### config.mk
export PLATFORM = sky130hd
export DESIGN_NAME = rainflow_three_point_stack_unit
export DESIGN_NICKNAME = d
export VERILOG_FILES = /design/src/rtl/rfs_pkg.sv /design/src/rtl/rfs_alu.sv /design/src/rtl/rainflow_three_point_stack_unit.sv
export SDC_FILE = /design/constraint.sdc
export NUM_CORES = 2
export LEC_CHECK = 0
export BUFFER_PORTS_ARGS = -buffer_cell sky130_fd_sc_hd__buf_2
export CORE_ASPECT_RATIO = 1.25
export CORE_MARGIN = 1
export CORE_UTILIZATION = 55
export DETAILED_ROUTE_END_ITERATION = 7
export GPL_TIMING_DRIVEN = 0
export HOLD_SLACK_MARGIN = 0.02
export PLACE_DENSITY_LB_ADDON = 0.12
export SETUP_SLACK_MARGIN = 0.02
export SLEW_MARGIN = 20
export SYNTH_ARGS = -nofsm -noshare
export SYNTH_HDL_FRONTEND = slang
export SYNTH_SLANG_ARGS = --single-unit
### constraint.sdc
create_clock -name clk -period 27.5 [get_ports clk]
set_input_delay 5.5 -clock clk [delete_from_list [all_inputs] [get_ports clk]]
set_output_delay 5.5 -clock clk [all_outputs]
set_load 0.05 [all_outputs]
### src/rtl/rfs_pkg.sv
// shared constants, types and codes of the rainflow three-point stack unit
package rfs_pkg;

  localparam int SAMPLE_BITS = 24;
  localparam int STACK_DEPTH = 32;
  localparam int ADDR_W      = $clog2(STACK_DEPTH);
  localparam int CNT_W       = $clog2(STACK_DEPTH + 1);
  localparam int ALU_W       = SAMPLE_BITS + 1;

  typedef logic signed [SAMPLE_BITS-1:0] level_t;
  typedef logic [SAMPLE_BITS-1:0]        range_t;
  typedef logic signed [ALU_W-1:0]       alu_op_t;

  typedef enum logic [1:0] {
    KIND_FULL = 2'd0,
    KIND_HALF = 2'd1,
    KIND_OVF  = 2'd2,
    KIND_END  = 2'd3
  } kind_t;

  typedef struct packed {
    logic   gt;
    logic   eq;
    range_t absd;
  } alu_res_t;

endpackage

### src/rtl/rfs_alu.sv
// shared subtract and compare unit: order, equality and absolute difference
module rfs_alu
  import rfs_pkg::*;
(
  input  alu_op_t  op_a,
  input  alu_op_t  op_b,
  output alu_res_t res
);

  logic signed [ALU_W:0] diff;
  logic signed [ALU_W:0] mag;
  logic                  neg;
  logic                  zero;

  assign diff = {op_a[ALU_W-1], op_a} - {op_b[ALU_W-1], op_b};
  assign neg  = diff[ALU_W];
  assign zero = (diff == '0);
  assign mag  = neg ? -diff : diff;

  assign res.gt   = !neg && !zero;
  assign res.eq   = zero;
  assign res.absd = mag[SAMPLE_BITS-1:0];

endmodule

### src/rtl/rainflow_three_point_stack_unit.sv
// top level of the rainflow three-point stack unit
// a new sample is taken only in S_IDLE; in_stall stays high until the sequencer is back
// a turning point passes S_PUSH; each range check runs S_RD1, S_RD0, S_CMP and S_DEC
// an end item then flushes the stack as half cycles via S_FL0, S_FLA, S_FLB before S_END
// results may wait in the output register past acceptance; a full output holds the sequencer
// synchronous active-low reset empties the stack and clears the series state at once
module rainflow_three_point_stack_unit
  import rfs_pkg::*;
(
  input  logic                   clk,
  input  logic                   rst_n,
  input  logic                   in_valid,
  output logic                   in_stall,
  input  logic [SAMPLE_BITS-1:0] in_sample,
  input  logic                   in_end_of_series,
  output logic                   out_valid,
  input  logic                   out_stall,
  output logic [SAMPLE_BITS-1:0] out_level_high,
  output logic [SAMPLE_BITS-1:0] out_level_low,
  output logic [1:0]             out_result_kind,
  output logic                   out_last_in_run
);

  typedef enum logic [3:0] {
    S_IDLE,
    S_CLS,
    S_EOS,
    S_PUSH,
    S_RD1,
    S_RD0,
    S_CMP,
    S_DEC,
    S_FL0,
    S_FLA,
    S_FLB,
    S_END,
    S_FIN
  } state_t;

  state_t state_r, state_nxt;

  level_t mem [STACK_DEPTH];
  level_t rd_r;
  logic [ADDR_W-1:0] rd_addr;
  logic              wr_en;

  logic [CNT_W-1:0] cnt_r, cnt_nxt;
  logic [CNT_W-1:0] idx_r, idx_nxt;
  level_t s_r, s_nxt;
  logic   eos_r, eos_nxt;
  logic   first_r, first_nxt;
  logic   ovf_r, ovf_nxt;
  logic   push2_r, push2_nxt;
  level_t push_val_r, push_val_nxt;
  level_t top_r, top_nxt;
  level_t x1_r, x1_nxt;
  level_t a_r, a_nxt;
  range_t d1_r, d1_nxt;
  range_t d0_r, d0_nxt;
  logic   gt_r, gt_nxt;
  level_t last_ext_r, last_ext_nxt;
  level_t pend_r, pend_nxt;
  logic   pend_v_r, pend_v_nxt;
  logic   rising_r, rising_nxt;
  logic   seen_r, seen_nxt;

  logic   hold_v_r, hold_v_nxt;
  level_t hold_hi_r, hold_hi_nxt;
  level_t hold_lo_r, hold_lo_nxt;
  kind_t  hold_kind_r, hold_kind_nxt;
  logic   out_v_r, out_v_nxt;
  level_t out_hi_r, out_hi_nxt;
  level_t out_lo_r, out_lo_nxt;
  kind_t  out_kind_r, out_kind_nxt;
  logic   out_last_r, out_last_nxt;

  alu_op_t  alu_a;
  alu_op_t  alu_b;
  alu_res_t alu;

  logic   emit_req;
  logic   emit_fire;
  level_t emit_hi;
  level_t emit_lo;
  kind_t  emit_kind;
  logic   out_free;
  logic   can_emit;
  logic   move_fin;
  state_t ret_state;

  logic [CNT_W-1:0] cnt_m2;
  logic [CNT_W-1:0] cnt_m3;
  logic [CNT_W-1:0] idx_p1;
  logic [CNT_W-1:0] idx_p2;

  rfs_alu u_alu (
    .op_a (alu_a),
    .op_b (alu_b),
    .res  (alu)
  );

  assign out_free  = !out_v_r || !out_stall;
  assign can_emit  = !hold_v_r || out_free;
  assign emit_fire = emit_req && can_emit;
  assign move_fin  = (state_r == S_FIN) && hold_v_r && out_free;
  assign ret_state = push2_r ? S_FL0 : S_EOS;

  assign cnt_m2 = cnt_r - CNT_W'(2);
  assign cnt_m3 = cnt_r - CNT_W'(3);
  assign idx_p1 = idx_r + CNT_W'(1);
  assign idx_p2 = idx_r + CNT_W'(2);

  assign in_stall        = (state_r != S_IDLE);
  assign out_valid       = out_v_r;
  assign out_level_high  = out_hi_r;
  assign out_level_low   = out_lo_r;
  assign out_result_kind = out_kind_r;
  assign out_last_in_run = out_last_r;

  // shared unit operand select
  always_comb begin
    alu_a = '0;
    alu_b = '0;
    unique case (state_r)
      S_CLS: begin
        alu_a = {s_r[SAMPLE_BITS-1], s_r};
        if (pend_v_r) begin
          alu_b = {pend_r[SAMPLE_BITS-1], pend_r};
        end else begin
          alu_b = {last_ext_r[SAMPLE_BITS-1], last_ext_r};
        end
      end
      S_RD0: begin
        alu_a = {top_r[SAMPLE_BITS-1], top_r};
        alu_b = {rd_r[SAMPLE_BITS-1], rd_r};
      end
      S_CMP: begin
        alu_a = {x1_r[SAMPLE_BITS-1], x1_r};
        alu_b = {rd_r[SAMPLE_BITS-1], rd_r};
      end
      S_DEC: begin
        alu_a = {1'b0, d1_r};
        alu_b = {1'b0, d0_r};
      end
      S_FLB: begin
        alu_a = {a_r[SAMPLE_BITS-1], a_r};
        alu_b = {rd_r[SAMPLE_BITS-1], rd_r};
      end
      default: begin
        alu_a = '0;
        alu_b = '0;
      end
    endcase
  end

  // sequencer
  always_comb begin
    state_nxt     = state_r;
    cnt_nxt       = cnt_r;
    idx_nxt       = idx_r;
    s_nxt         = s_r;
    eos_nxt       = eos_r;
    first_nxt     = first_r;
    ovf_nxt       = ovf_r;
    push2_nxt     = push2_r;
    push_val_nxt  = push_val_r;
    top_nxt       = top_r;
    x1_nxt        = x1_r;
    a_nxt         = a_r;
    d1_nxt        = d1_r;
    d0_nxt        = d0_r;
    gt_nxt        = gt_r;
    last_ext_nxt  = last_ext_r;
    pend_nxt      = pend_r;
    pend_v_nxt    = pend_v_r;
    rising_nxt    = rising_r;
    seen_nxt      = seen_r;
    rd_addr       = cnt_m2[ADDR_W-1:0];
    wr_en         = 1'b0;
    emit_req      = 1'b0;
    emit_hi       = '0;
    emit_lo       = '0;
    emit_kind     = KIND_END;

    unique case (state_r)
      S_IDLE: begin
        if (in_valid) begin
          s_nxt     = level_t'(in_sample);
          eos_nxt   = in_end_of_series;
          first_nxt = !seen_r;
          ovf_nxt   = 1'b0;
          push2_nxt = 1'b0;
          state_nxt = S_CLS;
        end
      end
      S_CLS: begin
        priority if (!seen_r) begin
          push_val_nxt = s_r;
          last_ext_nxt = s_r;
          seen_nxt     = 1'b1;
          pend_v_nxt   = 1'b0;
          rising_nxt   = 1'b0;
          state_nxt    = S_PUSH;
        end else if (!pend_v_r) begin
          if (!alu.eq) begin
            pend_nxt   = s_r;
            rising_nxt = alu.gt;
            pend_v_nxt = 1'b1;
          end
          state_nxt = S_EOS;
        end else if (alu.eq) begin
          state_nxt = S_EOS;
        end else if (rising_r ? alu.gt : !alu.gt) begin
          pend_nxt  = s_r;
          state_nxt = S_EOS;
        end else begin
          push_val_nxt = pend_r;
          last_ext_nxt = pend_r;
          pend_nxt     = s_r;
          rising_nxt   = !rising_r;
          state_nxt    = S_PUSH;
        end
      end
      S_EOS: begin
        priority if (!eos_r) begin
          state_nxt = S_FIN;
        end else if (pend_v_r) begin
          push_val_nxt = pend_r;
          push2_nxt    = 1'b1;
          state_nxt    = S_PUSH;
        end else if (!first_r) begin
          push_val_nxt = s_r;
          push2_nxt    = 1'b1;
          state_nxt    = S_PUSH;
        end else begin
          state_nxt = S_FL0;
        end
      end
      S_PUSH: begin
        if (cnt_r == CNT_W'(STACK_DEPTH)) begin
          if (!ovf_r) begin
            emit_req  = 1'b1;
            emit_hi   = push_val_r;
            emit_lo   = push_val_r;
            emit_kind = KIND_OVF;
            if (can_emit) begin
              ovf_nxt   = 1'b1;
              state_nxt = ret_state;
            end
          end else begin
            state_nxt = ret_state;
          end
        end else begin
          wr_en     = 1'b1;
          cnt_nxt   = cnt_r + CNT_W'(1);
          top_nxt   = push_val_r;
          state_nxt = (cnt_r >= CNT_W'(2)) ? S_RD1 : ret_state;
        end
      end
      S_RD1: begin
        rd_addr   = cnt_m2[ADDR_W-1:0];
        state_nxt = S_RD0;
      end
      S_RD0: begin
        rd_addr   = cnt_m3[ADDR_W-1:0];
        x1_nxt    = rd_r;
        d1_nxt    = alu.absd;
        gt_nxt    = alu.gt;
        state_nxt = S_CMP;
      end
      S_CMP: begin
        a_nxt     = rd_r;
        d0_nxt    = alu.absd;
        state_nxt = S_DEC;
      end
      S_DEC: begin
        if (!alu.gt) begin
          emit_req  = 1'b1;
          emit_hi   = gt_r ? top_r : x1_r;
          emit_lo   = gt_r ? x1_r : top_r;
          emit_kind = KIND_FULL;
          if (can_emit) begin
            cnt_nxt   = cnt_m2;
            top_nxt   = a_r;
            state_nxt = (cnt_r >= CNT_W'(5)) ? S_RD1 : ret_state;
          end
        end else begin
          state_nxt = ret_state;
        end
      end
      S_FL0: begin
        idx_nxt = '0;
        rd_addr = '0;
        if (cnt_r < CNT_W'(2)) begin
          state_nxt = S_END;
        end else begin
          state_nxt = S_FLA;
        end
      end
      S_FLA: begin
        a_nxt     = rd_r;
        rd_addr   = idx_p1[ADDR_W-1:0];
        state_nxt = S_FLB;
      end
      S_FLB: begin
        rd_addr   = idx_p1[ADDR_W-1:0];
        emit_req  = 1'b1;
        emit_hi   = alu.gt ? a_r : rd_r;
        emit_lo   = alu.gt ? rd_r : a_r;
        emit_kind = KIND_HALF;
        if (can_emit) begin
          rd_addr = idx_p2[ADDR_W-1:0];
          a_nxt   = rd_r;
          idx_nxt = idx_p1;
          if (idx_p2 >= cnt_r) begin
            state_nxt = S_END;
          end
        end
      end
      S_END: begin
        emit_req  = 1'b1;
        emit_kind = KIND_END;
        if (can_emit) begin
          cnt_nxt      = '0;
          last_ext_nxt = '0;
          pend_nxt     = '0;
          pend_v_nxt   = 1'b0;
          rising_nxt   = 1'b0;
          seen_nxt     = 1'b0;
          state_nxt    = S_FIN;
        end
      end
      S_FIN: begin
        if (!hold_v_r || out_free) begin
          state_nxt = S_IDLE;
        end
      end
      default: begin
        state_nxt = S_IDLE;
      end
    endcase
  end

  // result holding stage and output register
  always_comb begin
    hold_v_nxt    = hold_v_r;
    hold_hi_nxt   = hold_hi_r;
    hold_lo_nxt   = hold_lo_r;
    hold_kind_nxt = hold_kind_r;
    out_v_nxt     = out_free ? 1'b0 : out_v_r;
    out_hi_nxt    = out_hi_r;
    out_lo_nxt    = out_lo_r;
    out_kind_nxt  = out_kind_r;
    out_last_nxt  = out_last_r;
    if (emit_fire) begin
      if (hold_v_r) begin
        out_v_nxt    = 1'b1;
        out_hi_nxt   = hold_hi_r;
        out_lo_nxt   = hold_lo_r;
        out_kind_nxt = hold_kind_r;
        out_last_nxt = 1'b0;
      end
      hold_v_nxt    = 1'b1;
      hold_hi_nxt   = emit_hi;
      hold_lo_nxt   = emit_lo;
      hold_kind_nxt = emit_kind;
    end else if (move_fin) begin
      out_v_nxt    = 1'b1;
      out_hi_nxt   = hold_hi_r;
      out_lo_nxt   = hold_lo_r;
      out_kind_nxt = hold_kind_r;
      out_last_nxt = 1'b1;
      hold_v_nxt   = 1'b0;
    end
  end

  always_ff @(posedge clk) begin
    if (wr_en) begin
      mem[cnt_r[ADDR_W-1:0]] <= push_val_r;
    end
    rd_r <= mem[rd_addr];
  end

  always_ff @(posedge clk) begin
    if (!rst_n) begin
      state_r    <= S_IDLE;
      cnt_r      <= '0;
      pend_v_r   <= 1'b0;
      rising_r   <= 1'b0;
      seen_r     <= 1'b0;
      last_ext_r <= '0;
      pend_r     <= '0;
      hold_v_r   <= 1'b0;
      out_v_r    <= 1'b0;
    end else begin
      state_r    <= state_nxt;
      cnt_r      <= cnt_nxt;
      pend_v_r   <= pend_v_nxt;
      rising_r   <= rising_nxt;
      seen_r     <= seen_nxt;
      last_ext_r <= last_ext_nxt;
      pend_r     <= pend_nxt;
      hold_v_r   <= hold_v_nxt;
      out_v_r    <= out_v_nxt;
    end
    idx_r       <= idx_nxt;
    s_r         <= s_nxt;
    eos_r       <= eos_nxt;
    first_r     <= first_nxt;
    ovf_r       <= ovf_nxt;
    push2_r     <= push2_nxt;
    push_val_r  <= push_val_nxt;
    top_r       <= top_nxt;
    x1_r        <= x1_nxt;
    a_r         <= a_nxt;
    d1_r        <= d1_nxt;
    d0_r        <= d0_nxt;
    gt_r        <= gt_nxt;
    hold_hi_r   <= hold_hi_nxt;
    hold_lo_r   <= hold_lo_nxt;
    hold_kind_r <= hold_kind_nxt;
    out_hi_r    <= out_hi_nxt;
    out_lo_r    <= out_lo_nxt;
    out_kind_r  <= out_kind_nxt;
    out_last_r  <= out_last_nxt;
  end

`ifndef SYNTHESIS
  a_cnt_bound: assert property (@(posedge clk) disable iff (!rst_n)
    cnt_r <= CNT_W'(STACK_DEPTH))
    else $error("stack count beyond depth");

  a_idle_no_hold: assert property (@(posedge clk) disable iff (!rst_n)
    state_r == S_IDLE |-> !hold_v_r)
    else $error("result left in holding stage between transactions");

  a_emit_room: assert property (@(posedge clk) disable iff (!rst_n)
    emit_fire && hold_v_r |-> out_free)
    else $error("held result overwritten");

  a_end_clears: assert property (@(posedge clk) disable iff (!rst_n)
    state_r == S_END && emit_fire |=> cnt_r == '0 && !seen_r && !pend_v_r)
    else $error("series state not cleared after end marker");
`endif

endmodule
# Yosys cells after proc, flatten, opt, wreduce, memory -nomap -nowiden
# Memory sizes are Yosys's and may differ from the RTL's. A register that Yosys moved wholly into a read port is not among the register bits.
# Cells that the tools add are included.
[word_totals]
regBits = 343
mem_bits_rw = 768
in_bits = 29
elab_cells = 233
mem_count = 1
[op_classes]
addsub = 7
n_lt_le_gt_ge = 4
n_eq_ne = 33
mux = 116
n_reduce_logical = 43
[memory_table]
columns = ["name", "words", "width", "rd", "rd_clocked_by_memory_dff", "wr", "line_no", "source"]
rows = [
  ["mem", 32, 24, 1, 1, 1, "rainflow_three_point_stack_unit.sv:42", "level_t mem [STACK_DEPTH];"],
]
[op_table]
columns = ["cell", "n"]
rows = [
  ["$mux 24", 29],
  ["$pmux 24 s2", 5],
  ["$pmux 24 s3", 2],
  ["$pmux 25 s5", 1],
  ["$pmux 25 s3", 1],
  ["$mux 4", 16],
  ["$pmux 4 s13", 1],
  ["$mux 1", 39],
  ["$mux 6", 5],
  ["$logic_not 26->1", 1],
  ["$ne 2x2->1 const B", 13],
  ["$sub 25x25->26", 1],
  ["$mux 25", 1],
  ["$neg 24->24", 1],
  ["$eq 4x4->1 const B", 5],
  ["$pmux 5 s4", 1],
  ["$pmux 6 s3", 1],
  ["$eq 4x3->1 const B", 4],
  ["$reduce_and 4->1", 4],
  ["$reduce_bool 2->1", 8],
  ["$ne 3x3->1 const B", 5],
  ["$add 6x1->6 const B", 2],
  ["$pmux 6 s2", 1],
  ["$mux 2", 5],
  ["28 further kinds", 51],
]

# Logic depth before layout (Yosys ltp)
[depth]
depth_word = 14
mapped_depth = 24

# Modules after synthesis
# From an unflattened synthesis, not the netlist that was laid out.
[hier_totals]
hier_cells = 3284
hier_area_um2 = 48634.1
[modules_own_cells]
columns = ["module", "n_inst", "cells_per_inst", "area_per_inst_um2", "seq_area_each_um2"]
rows = [
  ["rainflow_three_point_stack_unit", 1, 2924, 46185.5, 33211.9],
  ["rfs_alu", 1, 360, 2448.6, 0.0],
]

# Worst setup path after synthesis
# OpenSTA, ideal clock, no wires.
[synth_timing]
path_type = "input port to flip-flop"
start = "in out_stall"
end = "reg hold_hi_r[0] (enable)"
setup_time_ps = 476
arrival_time_ps = 8312
t_required_ps = 27024
path_slack_ps = 18712
path_stages = 3
path_buffers = 1
path_cell_list = "and3_1 -> clkbuf_1 -> a21oi_1"
[synth_via]
elab_chain_len = 4
[synth_lines]
columns = ["item", "line_no", "source"]
rows = [
  ["start, declared", "rainflow_three_point_stack_unit.sv:17", "input logic out_stall,"],
  ["$logic_not 1->1", "rainflow_three_point_stack_unit.sv:102", "assign out_free = !out_v_r || !out_stall;"],
  ["$logic_or 1x1->1", "rainflow_three_point_stack_unit.sv:102", ""],
  ["$logic_or 1x1->1", "rainflow_three_point_stack_unit.sv:103", "assign can_emit = !hold_v_r || out_free;"],
  ["$logic_and 1x1->1", "rainflow_three_point_stack_unit.sv:104", "assign emit_fire = emit_req && can_emit;"],
  ["net emit_fire", "rainflow_three_point_stack_unit.sv:82", "logic emit_fire;"],
  ["end signal, assigned", "rainflow_three_point_stack_unit.sv:419", "hold_hi_r <= hold_hi_nxt;"],
  ["end, declared", "rainflow_three_point_stack_unit.sv:68", "level_t hold_hi_r, hold_hi_nxt;"],
]
# The timed path passes the listed nets, and every way through them passes these cells.
# A chain may end at the register's enable or synchronous reset.

# Worst setup path in the final report
[layout_timing]
start = "in out_stall"
end = "reg rd_r[10], read port of mem"
[layout_via]
elab_chain_len = 5
[layout_lines]
columns = ["item", "line_no", "source"]
rows = [
  ["$logic_not 1->1", "rainflow_three_point_stack_unit.sv:102", ""],
  ["$logic_or 1x1->1", "rainflow_three_point_stack_unit.sv:102", ""],
  ["$logic_or 1x1->1", "rainflow_three_point_stack_unit.sv:103", ""],
  ["$mux 5", "rainflow_three_point_stack_unit.sv:311", "if (can_emit) begin"],
  ["$pmux 5 s4", "rainflow_three_point_stack_unit.sv:185", "unique case (state_r)"],
  ["end, declared", "rainflow_three_point_stack_unit.sv:43", "level_t rd_r;"],
]
# Every way passes these cells.

==> results_dict.tcl <==
set metrics [dict create \
    status "finished, final reports clean" \
    r2r_start "state_r[3]$_SDFFE_PN0P_" \
    grt_pass1_wl_um 225300 \
    synthArstFlopShare_pct 0 \
    cts.sinks 1135 \
    fin_setup_tns_ns 0 \
    clk_path_buf_depth 3 \
    ctsRootBufferMaster "clkbuf_16" \
    yosys.area_share.simple_pct 9.312 \
    synth-seq-area-share_pct 68.58 \
    post-cts-setup-buffers 0 \
    initial_core_util_pct 55.53 \
    hold_ws_ns 0.4176 \
    row_count 121 \
    die_h_um 333.8 \
    cts_hold_buf 0 \
    syn_inst 3605 \
    syn_area_sq_mm 0.04843 \
    placed_cells 4926 \
    gp_congestion 0.9986 \
    reg2reg_depth 22 \
    slew_violations 0 \
    synth_cell_types 80 \
    arrival_ns 10.63 \
    startpoint "out_stall" \
    crit_chain "buf_2 -> and3_1 -> clkbuf_1 -> a21oi_1 -> nor2_1 -> a221oi_1 -> a21oi_1 -> clkbuf_1 -> clkbuf_1 -> clkbuf_1 -> a31oi_1 -> a21oi_1 -> a21oi_1 -> a21o_1" \
    synth_top_area_cell "edfxtp_1" \
    cts_resized 0 \
    num_vias 33300 \
    grt_setup_unrepaired "false" \
    endpoint_kind "flop" \
    synth_fa_ha_area_share_pct 1.101 \
    hold_viol_final 0 \
    synthMuxAreaShare_pct 3.744 \
    rrSetupSlack_ns 19.28 \
    fin_skew_ns 0.04649 \
    antenna_found_initial 5 \
    synth_xor_area_share_pct 0.8139 \
    drc 0 \
    cp_max_fo 10 \
    cellPowerDensity_mw_per_mm2 132.1 \
    synthTopCellsByArea "edfxtp_1 65%, nand2_1 4.5%, a211oi_1 4.3%" \
    port_buffers 80 \
    syn_area_per_cell_sq_um 13.43 \
    drtIter0Drc 3708 \
    fin_crit_ns 10.04 \
    die-area_sq_mm 0.08924 \
    hp-start "hold_hi_r[15]$_DFFE_PP_" \
    drt_first_pass_iters 8 \
    p_leak_nw 18.86 \
    slowest_delay_ns 0.95 \
    crit_type "in2reg" \
    cts_inserted_buffers 110 \
    grt_usage_pct 35.96 \
    path_clk_slew_ns 0.06 \
    vdd.ir_drop.worst_v 0.00009800 \
    synth_top_family_by_area "compound AO/OA/AOI/OAI gates" \
    cap_violations 0 \
    endpoint "rd_r[10]$_DFF_P_" \
    io_pins 82 \
    required_ns 28.09 \
    ant_nets 0 \
    synth_seq_cells 1135 \
    final_layout_size_suffix_gt1_share_pct 11.53 \
    rr_endpoint "top_r[14]$_DFFE_PP_" \
    finalNetCount 3941 \
    fp.coreArea_sq_mm 0.08720 \
    synth_compound_area_share_pct 14.12 \
    cts-htree-levels 3 \
    dp.final_hpwl_um 115700 \
    synth_nets 3676 \
    area_delta_synth_final_pct 14.93 \
    grt_pass1_vias 32430 \
    setup_violations 0 \
    utilization_pct 63.82 \
    start_kind "input pin" \
    fillers 6611 \
    grt_start_max_net_pins 31 \
    fmax_mhz 99.55 \
    yosys_most_used_dff "edfxtp_1" \
    tightest_slew_ns 1.218 \
    crit_slowest_cell "clkbuf_1" \
    synth_edf_count 1048 \
    synth_top_area_share_pct 64.99 \
    min_path_type "reg2reg" \
    grt.overflow.total 0 \
    via_per_inst 6.488 \
    period_share_pct 36.53 \
    insertion_delay_ns 0.71 \
    wl_per_cell_um 31.19 \
    die_w_um 267.4 \
    cts_tree "built" \
    finalNonFillerCells 5132 \
    yosys_warnings 0 \
    wl_um 160100 \
    slew_headroom_pct 18.80 \
]
synthesized netlist by cell type, drive strengths merged, types with 40 or more instances:
library cell	number
nand3	56
ha	41
a311oi	99
nand2	575
a31oi	104
a22oi	40
clkbuf	226
nor2	84
and2	202
mux2i	126
a21oi	128
dfxtp	87
edfxtp	1048
a211oi	277
o221ai	51
mux2	49
o21ai	53
stage by stage:
| step | setup WS, ns | instance area (sq um) | total power [mW] |
|---|---|---|---|
| finish | 17.46 | 55660 | 7.354 |
| global route | 17.46 | 55650 | 7.543 |
| CTS | 17.70 | 55650 | 7.252 |
| detailed placement | 16.97 | 51960 | 5.709 |
| global placement | 14.59 | 50290 | 5.578 |
| floorplan | 18.71 | 48430 | 4.299 |
state kept, by name, indices dropped and copies added (netlist names), 2 cells and up:
name,flops
mem,768
a_r,24
d0_r,24
d1_r,24
hold_hi_r,24
hold_lo_r,24
last_ext_r,24
out_level_high,24
out_level_low,24
pend_r,24
push_val_r,24
rd_r,24
s_r,24
top_r,24
x1_r,24
cnt_r,6
idx_r,6
state_r,4
hold_kind_r,2
out_result_kind,2
worst min path at each step:
| stage | end | slack (ns) | cells past startpoint |
|---|---|---|---|
| final | out_level_high[15]$_DFFE_PP_ | 0.42 | 0 |
| after global routing | out_level_low[21]$_DFFE_PP_ | 0.42 | 0 |
| after CTS | out_level_high[15]$_DFFE_PP_ | 0.42 | 0 |
| after detailed placement | out_level_high[15]$_DFFE_PP_ | 0.40 | 0 |
| after global placement | out_level_low[16]$_DFFE_PP_ | 0.40 | 0 |
| after floorplan | out_level_high[0]$_DFFE_PP_ | 0.40 | 0 |
cells in the final DEF, fill, tap and decap left out, types with 40 or more instances in the layout:
cell       count
edfxtp_1    1048
o221ai_1      50
a311oi_1      98
nand3_1       56
clkbuf_1     231
nor2_1        52
a21oi_1      124
o21ai_0       43
a22oi_1       40
mux2i_1      126
dfxtp_1       87
and2_1       181
mux2_2        49
clkbuf_16    113
buf_2         94
a31oi_1      104
ha_1          41
buf_8         40
a211oi_1     276
nand2_1      575
per-layer routing:
layer	GRT usage, %	up-vias	share of wire (%)
met5	0	-	0
met1	41.92	16520	35
met4	29.73	0	9.7
met3	5.081	510	7.2
li1	-	14540	-
met2	59.04	1723	48
critical path, delay by kind of cell:
family                 cells  cell delay, ns
AO/OA/AOI/OAI              7            1.84
buffers and inverters      5            2.80
AND/OR/NAND/NOR            2            0.44
power by group:
part	internal (mW)	switching (mW)	leakage [nW]	total (mW)
registers	2.28	0.200	10.3	2.48
logic	1.02	2.29	6.77	3.31
clock network	0.887	0.669	1.80	1.56
total	4.20	3.16	18.9	7.35
cell type report:
| class | instances | area, sq um | share of cell area (%) |
|---|---|---|---|
| Timing Repair Buffer | 153 | 1767 | 3.174 |
| Antenna cell | 1 | 2.502 | 0.004496 |
| Tap cell | 1168 | 1461 | 2.626 |
| Clock buffer | 126 | 2897 | 5.204 |
| Clock inverter | 79 | 799.5 | 1.437 |
| Sequential cell | 1135 | 33210 | 59.67 |
| Multi-Input combinational cell | 2185 | 14380 | 25.84 |
| Buffer | 257 | 1033 | 1.857 |
| Inverter | 28 | 105.1 | 0.1888 |
kinds of logic after synthesis:
logic type | after synthesis
muxes | 175
buffers and inverters | 285
DFF | 1135
AOI/OAI and AO/OA | 932
and+or+nand+nor | 991
xor gates and xnor gates | 45
adders and majority gates | 42
(Power assumes the default switching activity.)
